`src/rtl/aflm_pkg.sv`:
```
// ----------------------------------------------------------------------------
// aflm_pkg: shared types and constants of the attitude filter and motor mixer
// Holds the data formats, the CORDIC angle table, the controller and
// datapath command types and the configuration register indexes.
// ----------------------------------------------------------------------------
package aflm_pkg;

  // Data format: signed Q(32-FRAC_BITS).FRAC_BITS.
  localparam int FRAC_BITS    = 16;
  localparam int ANG_FRAC     = 24;
  localparam int ANG_SH       = ANG_FRAC - FRAC_BITS;
  localparam longint ANG_RND  = (ANG_SH > 0) ? (64'sd1 <<< ((ANG_SH > 0) ? ANG_SH - 1 : 0)) : 0;
  localparam int MOTOR_SH     = FRAC_BITS + 8;

  // Iteration counts.
  localparam int STEP_W       = 5;
  localparam int CORDIC_STEPS = 28;
  localparam int SQRT_STEPS   = 32;
  localparam int NUM_TERMS    = 5;
  localparam int NUM_MOTORS   = 4;

  // Internal widths.
  localparam int CW     = 60;  // CORDIC x and y
  localparam int ZW     = 35;  // CORDIC angle, Q.24 degrees
  localparam int AW     = 59;  // LQR term accumulators
  localparam int MUL_W  = 34;  // shared multiplier operands
  localparam int PROD_W = 64;  // kept product bits
  localparam int DD_W   = 23;  // gyro angle increment
  localparam int S_W    = 50;  // first blend product

  localparam logic signed [ZW-1:0] DEG180_Q24 = 35'sd3019898880;
  localparam logic [22:0] H_Q32 = 23'd4294967;

  // Motor sign pattern: a set bit k means the term enters motor k negated.
  localparam logic [NUM_MOTORS-1:0] NEG_ANGLE_R = 4'b0011;
  localparam logic [NUM_MOTORS-1:0] NEG_ANGLE_P = 4'b1001;
  localparam logic [NUM_MOTORS-1:0] NEG_YAW     = 4'b0101;

  localparam int CFG_IDX_W = 3;

  typedef enum logic [CFG_IDX_W-1:0] {
    CFG_GAIN_ROLL       = 3'd0,
    CFG_GAIN_PITCH      = 3'd1,
    CFG_GAIN_YAW        = 3'd2,
    CFG_GAIN_ROLL_RATE  = 3'd3,
    CFG_GAIN_PITCH_RATE = 3'd4,
    CFG_GAIN_YAW_RATE   = 3'd5,
    CFG_THRUST_SCALE    = 3'd6,
    CFG_BLEND_FACTOR    = 3'd7
  } cfg_idx_e;

  typedef enum logic [4:0] {
    ST_IDLE,
    ST_SQ_B,
    ST_SQ_C,
    ST_SQRT_INIT,
    ST_SQRT,
    ST_CORDIC_INIT,
    ST_CORDIC,
    ST_ANGLE_SAVE,
    ST_BL_D,
    ST_BL_M1,
    ST_BL_M2,
    ST_BL_FIN,
    ST_ERR,
    ST_TERM_MUL,
    ST_TERM_ACC,
    ST_MIX,
    ST_MUL_U,
    ST_MOTOR,
    ST_OUT
  } ctrl_state_e;

  typedef enum logic [4:0] {
    OP_NONE,
    OP_SQ_B,
    OP_SQ_C,
    OP_SQRT_INIT,
    OP_SQRT,
    OP_CORDIC_INIT,
    OP_CORDIC,
    OP_ANGLE_SAVE,
    OP_BL_D,
    OP_BL_M1,
    OP_BL_M2,
    OP_BL_FIN,
    OP_ERR,
    OP_TERM_MUL,
    OP_TERM_ACC,
    OP_MIX,
    OP_MUL_U,
    OP_MOTOR,
    OP_OUT
  } dp_op_e;

  typedef struct packed {
    dp_op_e            op;
    logic              axis;  // 0 roll, 1 pitch
    logic [STEP_W-1:0] step;
    logic              load;  // capture the input word
  } dp_cmd_t;

  typedef struct packed {
    logic out_full;  // result register holds a word that is being stalled
  } dp_status_t;

  // atan(2^-i) in Q.24 degrees.
  function automatic logic [29:0] atan_q24(input logic [STEP_W-1:0] i);
    logic [29:0] v;
    case (i)
      5'd0:    v = 30'd754974720;
      5'd1:    v = 30'd445687602;
      5'd2:    v = 30'd235489088;
      5'd3:    v = 30'd119537938;
      5'd4:    v = 30'd60000934;
      5'd5:    v = 30'd30029717;
      5'd6:    v = 30'd15018523;
      5'd7:    v = 30'd7509720;
      5'd8:    v = 30'd3754917;
      5'd9:    v = 30'd1877466;
      5'd10:   v = 30'd938734;
      5'd11:   v = 30'd469367;
      5'd12:   v = 30'd234684;
      5'd13:   v = 30'd117342;
      5'd14:   v = 30'd58671;
      5'd15:   v = 30'd29335;
      5'd16:   v = 30'd14668;
      5'd17:   v = 30'd7334;
      5'd18:   v = 30'd3667;
      5'd19:   v = 30'd1833;
      5'd20:   v = 30'd917;
      5'd21:   v = 30'd458;
      5'd22:   v = 30'd229;
      5'd23:   v = 30'd115;
      5'd24:   v = 30'd57;
      5'd25:   v = 30'd29;
      5'd26:   v = 30'd14;
      5'd27:   v = 30'd7;
      default: v = 30'd0;
    endcase
    return v;
  endfunction

  // Saturate a 64-bit signed value to the signed 32-bit range.
  function automatic logic signed [31:0] sat32(input logic signed [63:0] v);
    logic signed [31:0] r;
    if (v > 64'sd2147483647) begin
      r = 32'sh7FFF_FFFF;
    end else if (v < -64'sd2147483648) begin
      r = 32'sh8000_0000;
    end else begin
      r = v[31:0];
    end
    return r;
  endfunction

endpackage

```
`src/rtl/aflm_ctrl.sv`:
```
// ----------------------------------------------------------------------------
// aflm_ctrl: sequencer of the attitude filter and motor mixer
// Steps one item through the datapath operations and counts the iterations
// of the square root, the CORDIC and the LQR term and motor loops.
// ----------------------------------------------------------------------------
module aflm_ctrl import aflm_pkg::*; (
  input  logic       clk_i,
  input  logic       rst_ni,
  input  logic       in_valid_i,
  input  logic       in_kind_i,
  output logic       in_stall_o,
  input  dp_status_t status_i,
  output dp_cmd_t    cmd_o
);

  ctrl_state_e       state_q, state_d;
  logic [STEP_W-1:0] step_q, step_d;
  logic              axis_q, axis_d;

  // State, step counter and axis select.
  always_ff @(posedge clk_i or negedge rst_ni) begin
    if (!rst_ni) begin
      state_q <= ST_IDLE;
      step_q  <= '0;
      axis_q  <= 1'b0;
    end else begin
      state_q <= state_d;
      step_q  <= step_d;
      axis_q  <= axis_d;
    end
  end

  // Next state.
  always_comb begin
    state_d = state_q;
    step_d  = step_q;
    axis_d  = axis_q;
    case (state_q)
      ST_IDLE: begin
        step_d = '0;
        axis_d = 1'b0;
        if (in_valid_i) begin
          state_d = in_kind_i ? ST_ERR : ST_SQ_B;
        end
      end
      ST_SQ_B:      state_d = ST_SQ_C;
      ST_SQ_C:      state_d = ST_SQRT_INIT;
      ST_SQRT_INIT: begin
        state_d = ST_SQRT;
        step_d  = '0;
      end
      ST_SQRT: begin
        if (step_q == STEP_W'(SQRT_STEPS - 1)) begin
          state_d = ST_CORDIC_INIT;
          step_d  = '0;
        end else begin
          step_d = step_q + 1'b1;
        end
      end
      ST_CORDIC_INIT: begin
        state_d = ST_CORDIC;
        step_d  = '0;
      end
      ST_CORDIC: begin
        if (step_q == STEP_W'(CORDIC_STEPS - 1)) begin
          state_d = ST_ANGLE_SAVE;
        end else begin
          step_d = step_q + 1'b1;
        end
      end
      ST_ANGLE_SAVE: begin
        if (!axis_q) begin
          axis_d  = 1'b1;
          state_d = ST_CORDIC_INIT;
        end else begin
          axis_d  = 1'b0;
          state_d = ST_BL_D;
        end
      end
      ST_BL_D:  state_d = ST_BL_M1;
      ST_BL_M1: state_d = ST_BL_M2;
      ST_BL_M2: state_d = ST_BL_FIN;
      ST_BL_FIN: begin
        if (!axis_q) begin
          axis_d  = 1'b1;
          state_d = ST_BL_D;
        end else begin
          state_d = ST_IDLE;
        end
      end
      ST_ERR: begin
        state_d = ST_TERM_MUL;
        step_d  = '0;
      end
      ST_TERM_MUL: state_d = ST_TERM_ACC;
      ST_TERM_ACC: begin
        if (step_q == STEP_W'(NUM_TERMS - 1)) begin
          state_d = ST_MIX;
          step_d  = '0;
        end else begin
          state_d = ST_TERM_MUL;
          step_d  = step_q + 1'b1;
        end
      end
      ST_MIX:   state_d = ST_MUL_U;
      ST_MUL_U: state_d = ST_MOTOR;
      ST_MOTOR: begin
        if (step_q == STEP_W'(NUM_MOTORS - 1)) begin
          state_d = ST_OUT;
        end else begin
          state_d = ST_MIX;
          step_d  = step_q + 1'b1;
        end
      end
      ST_OUT: begin
        if (!status_i.out_full) begin
          state_d = ST_IDLE;
        end
      end
      default: state_d = ST_IDLE;
    endcase
  end

  // Commands to the datapath.
  always_comb begin
    cmd_o.op   = OP_NONE;
    cmd_o.axis = axis_q;
    cmd_o.step = step_q;
    cmd_o.load = 1'b0;
    in_stall_o = 1'b1;
    case (state_q)
      ST_IDLE: begin
        in_stall_o = 1'b0;
        cmd_o.load = in_valid_i;
      end
      ST_SQ_B:        cmd_o.op = OP_SQ_B;
      ST_SQ_C:        cmd_o.op = OP_SQ_C;
      ST_SQRT_INIT:   cmd_o.op = OP_SQRT_INIT;
      ST_SQRT:        cmd_o.op = OP_SQRT;
      ST_CORDIC_INIT: cmd_o.op = OP_CORDIC_INIT;
      ST_CORDIC:      cmd_o.op = OP_CORDIC;
      ST_ANGLE_SAVE:  cmd_o.op = OP_ANGLE_SAVE;
      ST_BL_D:        cmd_o.op = OP_BL_D;
      ST_BL_M1:       cmd_o.op = OP_BL_M1;
      ST_BL_M2:       cmd_o.op = OP_BL_M2;
      ST_BL_FIN:      cmd_o.op = OP_BL_FIN;
      ST_ERR:         cmd_o.op = OP_ERR;
      ST_TERM_MUL:    cmd_o.op = OP_TERM_MUL;
      ST_TERM_ACC:    cmd_o.op = OP_TERM_ACC;
      ST_MIX:         cmd_o.op = OP_MIX;
      ST_MUL_U:       cmd_o.op = OP_MUL_U;
      ST_MOTOR:       cmd_o.op = OP_MOTOR;
      ST_OUT:         cmd_o.op = status_i.out_full ? OP_NONE : OP_OUT;
      default:        cmd_o.op = OP_NONE;
    endcase
  end

endmodule

```
`config.mk`:
```
export PLATFORM = sky130hd
export DESIGN_NAME = aflm_ctrl
export DESIGN_NICKNAME = d
export VERILOG_FILES = /design/src/rtl/aflm_pkg.sv /design/src/rtl/aflm_ctrl.sv
export SDC_FILE = /design/constraint.sdc
export NUM_CORES = 1
export LEC_CHECK = 0
export ABC_AREA = 1
export ABC_CLOCK_PERIOD_IN_PS = 1800
export BUFFER_PORTS_ARGS = -buffer_cell sky130_fd_sc_hd__buf_2
export CORE_ASPECT_RATIO = 1.5
export CORE_UTILIZATION = 56
export CTS_CLUSTER_DIAMETER = 100
export CTS_CLUSTER_SIZE = 12
export DETAILED_ROUTE_END_ITERATION = 8
export GPL_ROUTABILITY_DRIVEN = 0
export HOLD_SLACK_MARGIN = 0.12
export PLACE_DENSITY = 0.79
export RECOVER_POWER = 100
export SYNTH_ARGS = -nofsm -noshare
export SYNTH_HDL_FRONTEND = slang
export SYNTH_SLANG_ARGS = --single-unit
```
`constraint.sdc`:
```
create_clock -name clk_i -period 1.8 [get_ports clk_i]
set_input_delay 0.27 -clock clk_i [delete_from_list [all_inputs] [get_ports clk_i]]
set_output_delay 0.27 -clock clk_i [all_outputs]
set_load 0.05 [all_outputs]
```
-- Word level (Yosys, flattened, before mapping)
Cells that the tools add are included.
W data, S select, Z words.
- add/sub/neg operators: 1
- muxes and demuxes: 21
- equal/unequal tests: 28
- reduce and logical (&&, ||, !) cells: 6
- operator list (operator ; number):
    $pmux W5 S19 ; 1
    $pmux W5 S18 ; 1
    $mux W5 ; 10
    $eq A5 B4 Y1 const B ; 8
    $eq A5 B3 Y1 const B ; 5
    $eq A5 B5 Y1 const B ; 5
    $pmux W5 S5 ; 1
    $eq A5 B2 Y1 const B ; 3
    $mux W4 ; 3
    $ne A2 B2 Y1 const B ; 6
    $add A5 B1 Y5 const B ; 1
    $eq A5 B1 Y1 const B ; 1
    $logic_not A5 Y1 ; 1
    $reduce_bool A5 Y1 ; 1
    $reduce_and A4 Y1 ; 1
    $reduce_or A4 Y1 ; 1
    $mux W1 ; 3
    $pmux W1 S3 ; 1
    $reduce_and A3 Y1 ; 1
    $reduce_bool A3 Y1 ; 1
    $mux W2 ; 1
- output and inout bits: 13
- register bits: 11

-- Depth between registers and ports, before layout
Gate-level depths: netlist of the first run.
- depth in word-level cells: 4
- mapped depth: 12
- gate-level depth less buffers: 11

-- Worst setup path before layout of the first run
OpenSTA, ideal clock, no wires.
- path kind: register to output
- start: register state_q[4]
- end: output port cmd_o[7] in the netlist's numbering
- cell stages (with the launch flop): 9
- data required time: 1530 ps
- path buffers: 1
- setup slack: -594 ps
- arrival time: 2124 ps
- cells stage by stage: dfrtp_1 > buf_6 > nor2_1 > nand2_1 > nor2_1 > inv_1 > nand2_1 > nor2_1 > nand4_1
- RTL lines (item ; RTL line ; text):
    start: declaration ; aflm_ctrl.sv:16 ; ctrl_state_e state_q, state_d;
    start signal: assignment ; aflm_ctrl.sv:27 ; state_q <= state_d;
    end: declaration ; aflm_ctrl.sv:13 ; output dp_cmd_t cmd_o

==> reports/results.txt, run 1 <==
First-pass GRT wire length -> 5.62 mm
Top_reg_cell synth -> dfrtp_1
Register share of total power -> 16.9%
Total gr overflow -> 0
Row cnt -> 19
Initial antenna violation count -> 0
Final hold viol count -> 0
Multi-input gate area -> 826 sq um
Vias per inst -> 5.83
WHS Path Cells -> 3
Die width -> 38.7 microns
CP max-delay cell -> dfrtp_2
Worst Tran Pin Value -> 0.617 ns
Residual DRC -> 0
Starting density of the core -> 61.1%
Worst hold start -> status_i
RR Startpoint -> state_q[1]$_DFFE_PN0P_
Switching pwr -> 1.88 mW
Avg Cell Area, Syn -> 6.12 sq um
RSZ-0062 raised after global routing -> yes
Post-synth EDFFs -> 0
Pre-CTS setup slack -> 0.0756 ns
#FFs+latches synth -> 11
Clk Latency, worst-skew pair -> 0.29 ns
Critical path endpoint category -> output pin
Slew headroom -> 58.9%
Syn-to-layout area delta -> 31.6%
CP startpoint kind -> flop
# setup viols final -> 3
Combinational share of power -> 77.0%
Drt wl/cell -> 15.5 microns
Int Pwr -> 1.19 mW
Initial DRC Count -> 37
Core ar. -> 0.00185 sq mm
Ratio of cells with drive above 1 in the final layout -> 33.8%
Worst path cell trace -> nand2_4 > nor2_1 > nand2_1 > inv_2 > a211oi_2 > nand4_1 > buf_6
CTS max path bufs -> 2
Routed WL -> 3.72 mm
Sum Neg Setup Slack -> -0.214 ns
Area of the die -> 0.00221 sq mm
VDD IR max -> 1.30 mV
Critical Path RT -> 1.53 ns
Share of synthesized registers carrying an async set or reset -> 100%
Detailed placer's ending HPWL -> 2.52 mm
Max Cap Viol -> 0
Yosys Warn Count -> 0
FF-to-FF path depth -> 11
Status -> finished, violations left
Most frequent cell after synthesis -> nand2_1
I/O pin count -> 18
Vias in the first global route -> 1,331
PwrDens -> 2060 mW/mm^2
Clock share of power -> 6.1%
Final worst slack -> -0.0962 ns
Final ANT Viol Nets -> 0
Worst Setup Path Type -> flop to output pin
Root buffer cell -> clkbuf_4
P_leak -> 0.760 nW
Synthesized area -> 0.00113 sq mm
Failing checks -> negative setup slack
TritonCTS clock tree -> done
Final Cycle Share -> 105%
Final #Nets -> 228
Port Buf Inserts -> 17
Tot GR Track Use -> 35.9%
Largest net degree at the start of global routing -> 12
Post-synth top cells -> nand2_1, nor2_1, inv_1
FF-to-FF End -> step_q[2]$_DFFE_PN0P_
Cell variety after synth -> 27
Post-Syn Instances -> 185
Fin util -> 80.4%
Placed inst area -> 0.00127 sq mm
Pre-Repair DR Iteration Count -> 4
Area share of the largest cell type after synthesis -> 24.3%
CTS Sinks -> 11
R2R Setup Slk -> 0.07 ns
Syn nets -> 193
Largest cells by area after synthesis -> dfrtp_1, nand2_1, nor2_1
Final min period -> 1.90 ns
Chip height -> 57.1 microns
Design area -> 0.00149 sq mm
Slowest cell delay on critical path -> 0.50 ns
Number of buffers created by CTS -> 3
Synth area leader -> dfrtp_1
Power Total -> 3.07 mW
Worst-path fanout max -> 6
Via count -> 1,400
Diode count -> 0
Fmax -> 0.527 GHz
Register Area -> 284 sq um
WP data arrival -> 1.63 ns
Clock skew -> 0.00171 ns
Fillers -> 145
Sequential fraction of the synthesis area -> 24.3%
WHS Endpoint -> state_q[4]$_DFFE_PN0P_
Clk slew on worst S/H paths -> 0.08 ns
Worst min path class -> input pin to flop
Switching part of the total -> 61.3%
H-tree levels -> 1
Max Slew Vio Count -> 0
==> kinds of logic after synthesis <==
family                   after synthesis  share of synthesized area, %
AO/OA/AOI/OAI                         18                          9.06
adder cells (fa/ha/maj)                3                          3.32
buffers and inverters                 26                          10.3
flip-flops                            11                          24.3
AND/OR/NAND/NOR                      127                          53.0
==> worst max-delay path by stage <==
| stage | start | cells after the start | to |
|---|---|---|---|
| after global routing | state_q[1]$_DFFE_PN0P_ | 7 | cmd_o[8] |
| after floorplan | state_q[4]$_DFFE_PN0P_ | 6 | cmd_o[7] |
| after detailed placement | state_q[4]$_DFFE_PN0P_ | 6 | cmd_o[7] |
| after global placement | state_q[4]$_DFFE_PN0P_ | 6 | cmd_o[7] |
| final | state_q[1]$_DFFE_PN0P_ | 7 | cmd_o[8] |
| after CTS | state_q[3]$_DFFE_PN0P_ | 9 | cmd_o[7] |
==> metrics by stage <==
stage	std cells	hold slack, ns
finish	240	0.259
CTS	236	0.258
global placement	225	0.156
floorplan	185	-0.0256
global route	240	0.302
detailed placement	225	0.158
==> sequential cells by signal, indices dropped and copies added, names as in the netlist <==
register  count
axis_q        1
state_q       5
step_q        5
==> cell usage in the layout, fill, tap and decap left out, drive strengths merged <==
| master | count |
|---|---|
| clkinv | 1 |
| nor2 | 37 |
| nand4 | 7 |
| o21ai | 4 |
| ha | 3 |
| o2111ai | 1 |
| o211ai | 1 |
| a31oi | 1 |
| clkbuf | 7 |
| a211oi | 1 |
| inv | 24 |
| nor3 | 7 |
| nand3 | 17 |
| a22oi | 1 |
| nand2 | 58 |
| nand3b | 1 |
| buf | 27 |
| a21oi | 9 |
| dfrtp | 11 |
| dlygate4sd3 | 1 |
==> per-layer routing <==
layer	vias up	wire, microns	GRT usage (%)
met2	55	2000	60.0
met1	644	1350	38.9
met3	24	107	3.89
met5	-	0	0
met4	0	259	27.1
li1	677	-	-
==> power by group through the flow <==
stage	Sequential, mW	Combinational, mW	Clock [mW]
after global placement	0.480	1.97	0
after CTS	0.503	2.22	0.187
after global routing	0.524	2.56	0.196
after floorplan	0.575	1.46	0
final	0.518	2.36	0.187
after detailed placement	0.485	2.00	0
==> area by class of cell <==
cell class,instances,area share [%]
repair buffers,32,15.0
clock inverters,1,0.336
flip-flops and latches,11,19.1
clock buffers,3,1.51
well taps,21,1.76
inverters,24,6.88
multi-input cells,148,55.4
==> timing repair <==
item	4_1_cts	5_1_grt
endpoints found under the setup margin	5	4
hold buffers	1	0
pin swaps	6	9
setup buffers	6	4
endpoints found under the hold margin	11	0
resized for setup	26	10
==> worst max-delay path, delay by kind of cell, from the launching register on <==
family                 cells  cell delay (ns)
AO/OA/AOI/OAI              1             0.14
buffers and inverters      2             0.23
flip-flops                 1             0.50
AND/OR/NAND/NOR            4             0.45
No activity file was read; power rests on OpenSTA's default activity.
==> inputs of run 2 (changes only) <==
--- a/config.mk
+++ b/config.mk
@@ -7,15 +7,14 @@
 export LEC_CHECK = 0
 export ABC_AREA = 1
 export ABC_CLOCK_PERIOD_IN_PS = 1800
-export BUFFER_PORTS_ARGS = -buffer_cell sky130_fd_sc_hd__buf_2
-export CORE_ASPECT_RATIO = 1.5
-export CORE_UTILIZATION = 56
+export CORE_UTILIZATION = 62
 export CTS_CLUSTER_DIAMETER = 100
 export CTS_CLUSTER_SIZE = 12
 export DETAILED_ROUTE_END_ITERATION = 8
+export DONT_BUFFER_PORTS = 1
 export GPL_ROUTABILITY_DRIVEN = 0
 export HOLD_SLACK_MARGIN = 0.12
-export PLACE_DENSITY = 0.79
+export PLACE_DENSITY = 0.77
 export RECOVER_POWER = 100
 export SYNTH_ARGS = -nofsm -noshare
 export SYNTH_HDL_FRONTEND = slang
==> run 2 against run 1 <==
The flow still finishes with violations (negative setup slack). Combinational power increased by 11%. Non-clock buffer count increased by 1. Clock-buffer cell count increased by 1. Hold slack got worse by 0.013 ns. Clock power decreased by 19%. Critical path type unchanged. Highest routed layer unchanged.
==> reports/results.txt, run 2 (synthesis gave the netlist of run 1 again) <==
Status -> finished, violations left
Failing checks -> negative setup slack
Clock skew -> 0.00490 ns
PwrDens -> 2110 mW/mm^2
Worst Tran Pin Value -> 0.705 ns
Die width -> 44.7 microns
Starting density of the core -> 65.6%
Ratio of cells with drive above 1 in the final layout -> 35.5%
Syn-to-layout area delta -> 37.0%
Port Buf Inserts -> 0
Fin util -> 89.9%
# setup viols final -> 4
CTS Sinks -> 11
Worst-path fanout max -> 8
CP startpoint kind -> flop
Vias per inst -> 6.30
Initial DRC Count -> 144
Tot GR Track Use -> 38.5%
Final worst slack -> -0.116 ns
Largest net degree at the start of global routing -> 12
Worst path cell trace -> nor2_1 > nand2_1 > inv_2 > a211oi_2 > nand4_1 > buf_6
Residual DRC -> 0
Worst min path class -> input pin to flop
Chip height -> 44.7 microns
Clk Latency, worst-skew pair -> 0.25 ns
Biggest regs -> state_q (5), step_q (5), axis_q (1)
Root buffer cell -> clkbuf_4
Pre-Repair DR Iteration Count -> 6
Number of buffers created by CTS -> 3
VDD IR max -> 1.46 mV
Power Total -> 3.27 mW
Fmax -> 0.522 GHz
Critical Path RT -> 1.53 ns
Vias in the first global route -> 1,278
Register Area -> 284 sq um
Commonest non-fill, non-tap cell in the layout -> nand2_1
Core ar. -> 0.00173 sq mm
Initial antenna violation count -> 0
Final Cycle Share -> 106%
Clk slew on worst S/H paths -> 0.06 ns
CTS max path bufs -> 2
Diode count -> 0
Hold WS -> 0.246 ns
RSZ-0062 raised after global routing -> yes
Slew headroom -> 53.0%
Detailed placer's ending HPWL -> 2.45 mm
Slowest cell delay on critical path -> 0.55 ns
WP data arrival -> 1.65 ns
P_leak -> 0.768 nW
Routed WL -> 4.21 mm
Via count -> 1,544
Worst Setup Path Type -> flop to output pin
Max Slew Vio Count -> 0
I/O pin count -> 18
H-tree levels -> 1
TritonCTS clock tree -> done
Multi-input gate area -> 837 sq um
Total gr overflow -> 0
Drt wl/cell -> 17.2 microns
Critical path endpoint category -> output pin
Final hold viol count -> 0
Worst Path Buf+Inv -> 2
CP max-delay cell -> dfrtp_2
Final ANT Viol Nets -> 0
Final #Nets -> 229
Final min period -> 1.92 ns
Critical path's top delay family -> flip-flops
Max Cap Viol -> 0
Fillers -> 85
Row cnt -> 15
Area of the die -> 0.00200 sq mm
First-pass GRT wire length -> 5.66 mm
Most frequent cells in the layout -> nand2_1, nor2_1, buf_4
==> run 2: metal layers <==
| metal | vias to the layer above | GRT usage [%] | share of wire (%) | routed length (microns) |
|---|---|---|---|---|
| met1 | 685 | 53.2 | 37 | 1550 |
| met4 | 0 | 16.4 | 4.8 | 204 |
| li1 | 680 | - | - | - |
| met5 | - | 0 | 0 | 0 |
| met2 | 136 | 58.2 | 44 | 1870 |
| met3 | 43 | 8.80 | 14 | 586 |
==> run 2: worst paths after layout <==
path,start,endpoint,slack [ns],cells after the start
max in group asynchronous,rst_ni,state_q[0]$_DFFE_PN0P_,1.06,1
hold / removal,in_kind_i,state_q[3]$_DFFE_PN0P_,0.25,2
hold reg to reg,step_q[4]$_DFFE_PN0P_,step_q[4]$_DFFE_PN0P_,0.57,2
setup / recovery,state_q[4]$_DFFE_PN0P_,cmd_o[8],-0.12,6
setup reg to reg,state_q[4]$_DFFE_PN0P_,state_q[1]$_DFFE_PN0P_,0,10
min in group asynchronous,rst_ni,axis_q$_DFFE_PN0P_,0.40,1
==> run 2: through the flow <==
| step | worst slack, ns | instances | instance area [sq um] | TNS (ns) |
|---|---|---|---|---|
| after floorplan | -0.0738 | 185 | 1150 | -0.0738 |
| after global routing | -0.184 | 245 | 1550 | -0.710 |
| after detailed placement | 0.0754 | 223 | 1300 | 0 |
| final | -0.116 | 245 | 1550 | -0.326 |
| after global placement | 0.136 | 223 | 1300 | 0 |
| after CTS | -0.0195 | 234 | 1440 | -0.0195 |
==> run 2: area by class of cell <==
type	count	share of cell area, %
Clock buffer	4	1.69
Inverter	24	6.77
Multi-Input combinational cell	148	54.0
Sequential cell	11	18.3
Tap cell	25	2.02
Timing Repair Buffer	33	17.3
==> run 2: power by group <==
part / internal, mW / switching [mW]
Combinational: 0.847 / 1.77
Clock: 0.0851 / 0.0670
Sequential: 0.352 / 0.149
Total: 1.28 / 1.99
==> run 2: repair_timing <==
action                                  4_1_cts  5_1_grt
hold endpoints to repair                     11        0
endpoints found under the setup margin        4        8
setup buffers                                 6       11
gates resized for setup                      20       13
pin swaps                                     5        9
hold buffers                                  1        0
==> inputs of run 3 (changes only) <==
==> constraint.sdc (replaced) <==
create_clock -name clk_i -period 1.8 [get_ports clk_i]
set_input_delay 0.18 -clock clk_i [delete_from_list [all_inputs] [get_ports clk_i]]
set_output_delay 0.18 -clock clk_i [all_outputs]
set_load 0.05 [all_outputs]
==> run 3 against run 2 <==
The flow still finishes with violations (negative setup slack). Flip-flop and latch count did not move. Critical path depth is the same. Highest routed layer unchanged. Hold slack got worse by 0.11 ns. Design area fell by 6.5%.
==> reports/results.txt, run 3 (synthesis gave the netlist of run 1 again) <==
Worst Tran Pin Value -> 0.672 ns
CP startpoint kind -> flop
Non-Filler Instances -> 237
Final ANT Viol Nets -> 0
Initial antenna violation count -> 0
Multi-input gate area -> 808 sq um
Vias in the first global route -> 1,117
CTS Sinks -> 11
Dpl cells -> 222
Max Cap Viol -> 0
Number of buffers created by CTS -> 3
Largest net degree at the start of global routing -> 12
Via count -> 1,421
Residual DRC -> 0
Fillers -> 101
Die width -> 44.7 microns
Vias per inst -> 6.00
Worst Setup Path Type -> flop to output pin
Drt wl/cell -> 15.6 microns
Critical Path RT -> 1.62 ns
Total gr overflow -> 0
VDD IR max -> 1.49 mV
Clk slew on worst S/H paths -> 0.06 ns
Pre-Repair DR Iteration Count -> 5
Area of the die -> 0.00200 sq mm
Clk Latency, worst-skew pair -> 0.27 ns
WP data arrival -> 1.68 ns
# setup viols final -> 3
Most frequent cells in the layout -> nand2_1, nor2_1, buf_4
Placed inst area -> 0.00127 sq mm
Routed WL -> 3.70 mm
H-tree levels -> 1
Final Cycle Share -> 104%
Ratio of cells with drive above 1 in the final layout -> 31.1%
Final #Nets -> 221
Worst min path class -> input pin to flop
TritonCTS clock tree -> done
Row cnt -> 15
Worst-path fanout max -> 6
Final worst slack -> -0.0640 ns
Initial DRC Count -> 113
Biggest regs -> state_q (5), step_q (5), axis_q (1)
Core ar. -> 0.00173 sq mm
Diode count -> 0
Syn-to-layout area delta -> 28.1%
Design area -> 0.00145 sq mm
Port Buf Inserts -> 0
Failing checks -> negative setup slack
Commonest non-fill, non-tap cell in the layout -> nand2_1
I/O pin count -> 18
Tot GR Track Use -> 34.7%
Chip height -> 44.7 microns
Status -> finished, violations left
Power Total -> 3.06 mW
RSZ-0062 raised after global routing -> yes
P_leak -> 0.730 nW
Detailed placer's ending HPWL -> 2.39 mm
CTS max path bufs -> 2
Final hold viol count -> 0
First-pass GRT wire length -> 4.93 mm
Fmax -> 0.536 GHz
Slew headroom -> 55.2%
Starting density of the core -> 65.6%
Register Area -> 283 sq um
Final min period -> 1.86 ns
PwrDens -> 2110 mW/mm^2
Critical path endpoint category -> output pin
Max Slew Vio Count -> 0
Root buffer cell -> clkbuf_4
Pre-CTS setup slack -> 0.0864 ns
Clock skew -> 0.00706 ns
Hold WS -> 0.140 ns
[run 3: cell count changes in the layout (fill, tap and decap cells not counted), sizes merged]
| cell | change |
|---|---|
| buf | -7 |
| clkbuf | -1 |
[run 3: final timing paths]
| path | cells after the start | startpoint | end | slack (ns) |
|---|---|---|---|---|
| setup / recovery | 6 | state_q[0]$_DFFE_PN0P_ | cmd_o[8] | -0.06 |
| max in group asynchronous | 1 | rst_ni | state_q[4]$_DFFE_PN0P_ | 1.17 |
| min in group asynchronous | 1 | rst_ni | step_q[3]$_DFFE_PN0P_ | 0.28 |
| hold reg to reg | 2 | step_q[4]$_DFFE_PN0P_ | step_q[4]$_DFFE_PN0P_ | 0.60 |
| hold / removal | 2 | in_kind_i | state_q[3]$_DFFE_PN0P_ | 0.14 |
| setup reg to reg | 10 | state_q[4]$_DFFE_PN0P_ | state_q[2]$_DFFE_PN0P_ | 0.04 |
[run 3: worst max-delay path, cell delays in order, from the launching register on]
cell and delay [ns]:
dfrtp_1 0.44, inv_2 0.15, nand2_2 0.14, nor3_1 0.30
a21oi_1 0.09, nand4_1 0.13, buf_6 0.17
[run 3: repair_timing]
action                                  4_1_cts  5_1_grt
endpoints found under the setup margin        3       12
buffers inserted                              2        8
gates resized for setup                       7       21
hold endpoints to repair                     11        0
hold buffers                                  1        0
pin swaps                                     0        7
[run 3: cell type report]
type / instances / area share (%)
clock buffers: 4 / 1.81
inverters: 24 / 7.08
multi-input cells: 148 / 55.7
flip-flops and latches: 11 / 19.5
well taps: 25 / 2.16
repair buffers: 25 / 13.7
[run 3: stage by stage]
stage          utilization, %  setup TNS [ns]
6_report                 84.0          -0.122
5_1_grt                  84.0          -0.400
4_1_cts                  77.8         -0.0247
3_5_place_dp             73.8               0
3_3_place_gp             73.8               0
2_1_floorplan               -         -0.0201
[run 3: layer usage]
metal	wire length [microns]	up-vias	global-route usage, %
li1	-	655	-
met1	1390	638	51.9
met2	1770	102	50.3
met3	370	26	3.60
met4	173	0	17.0
met5	0	-	0
[run 3: report_power, final]
group	switching, mW	internal (mW)	total (mW)
Combinational	1.64	0.762	2.40
Clock	0.0825	0.0860	0.168
Sequential	0.142	0.350	0.492
Total	1.87	1.20	3.06
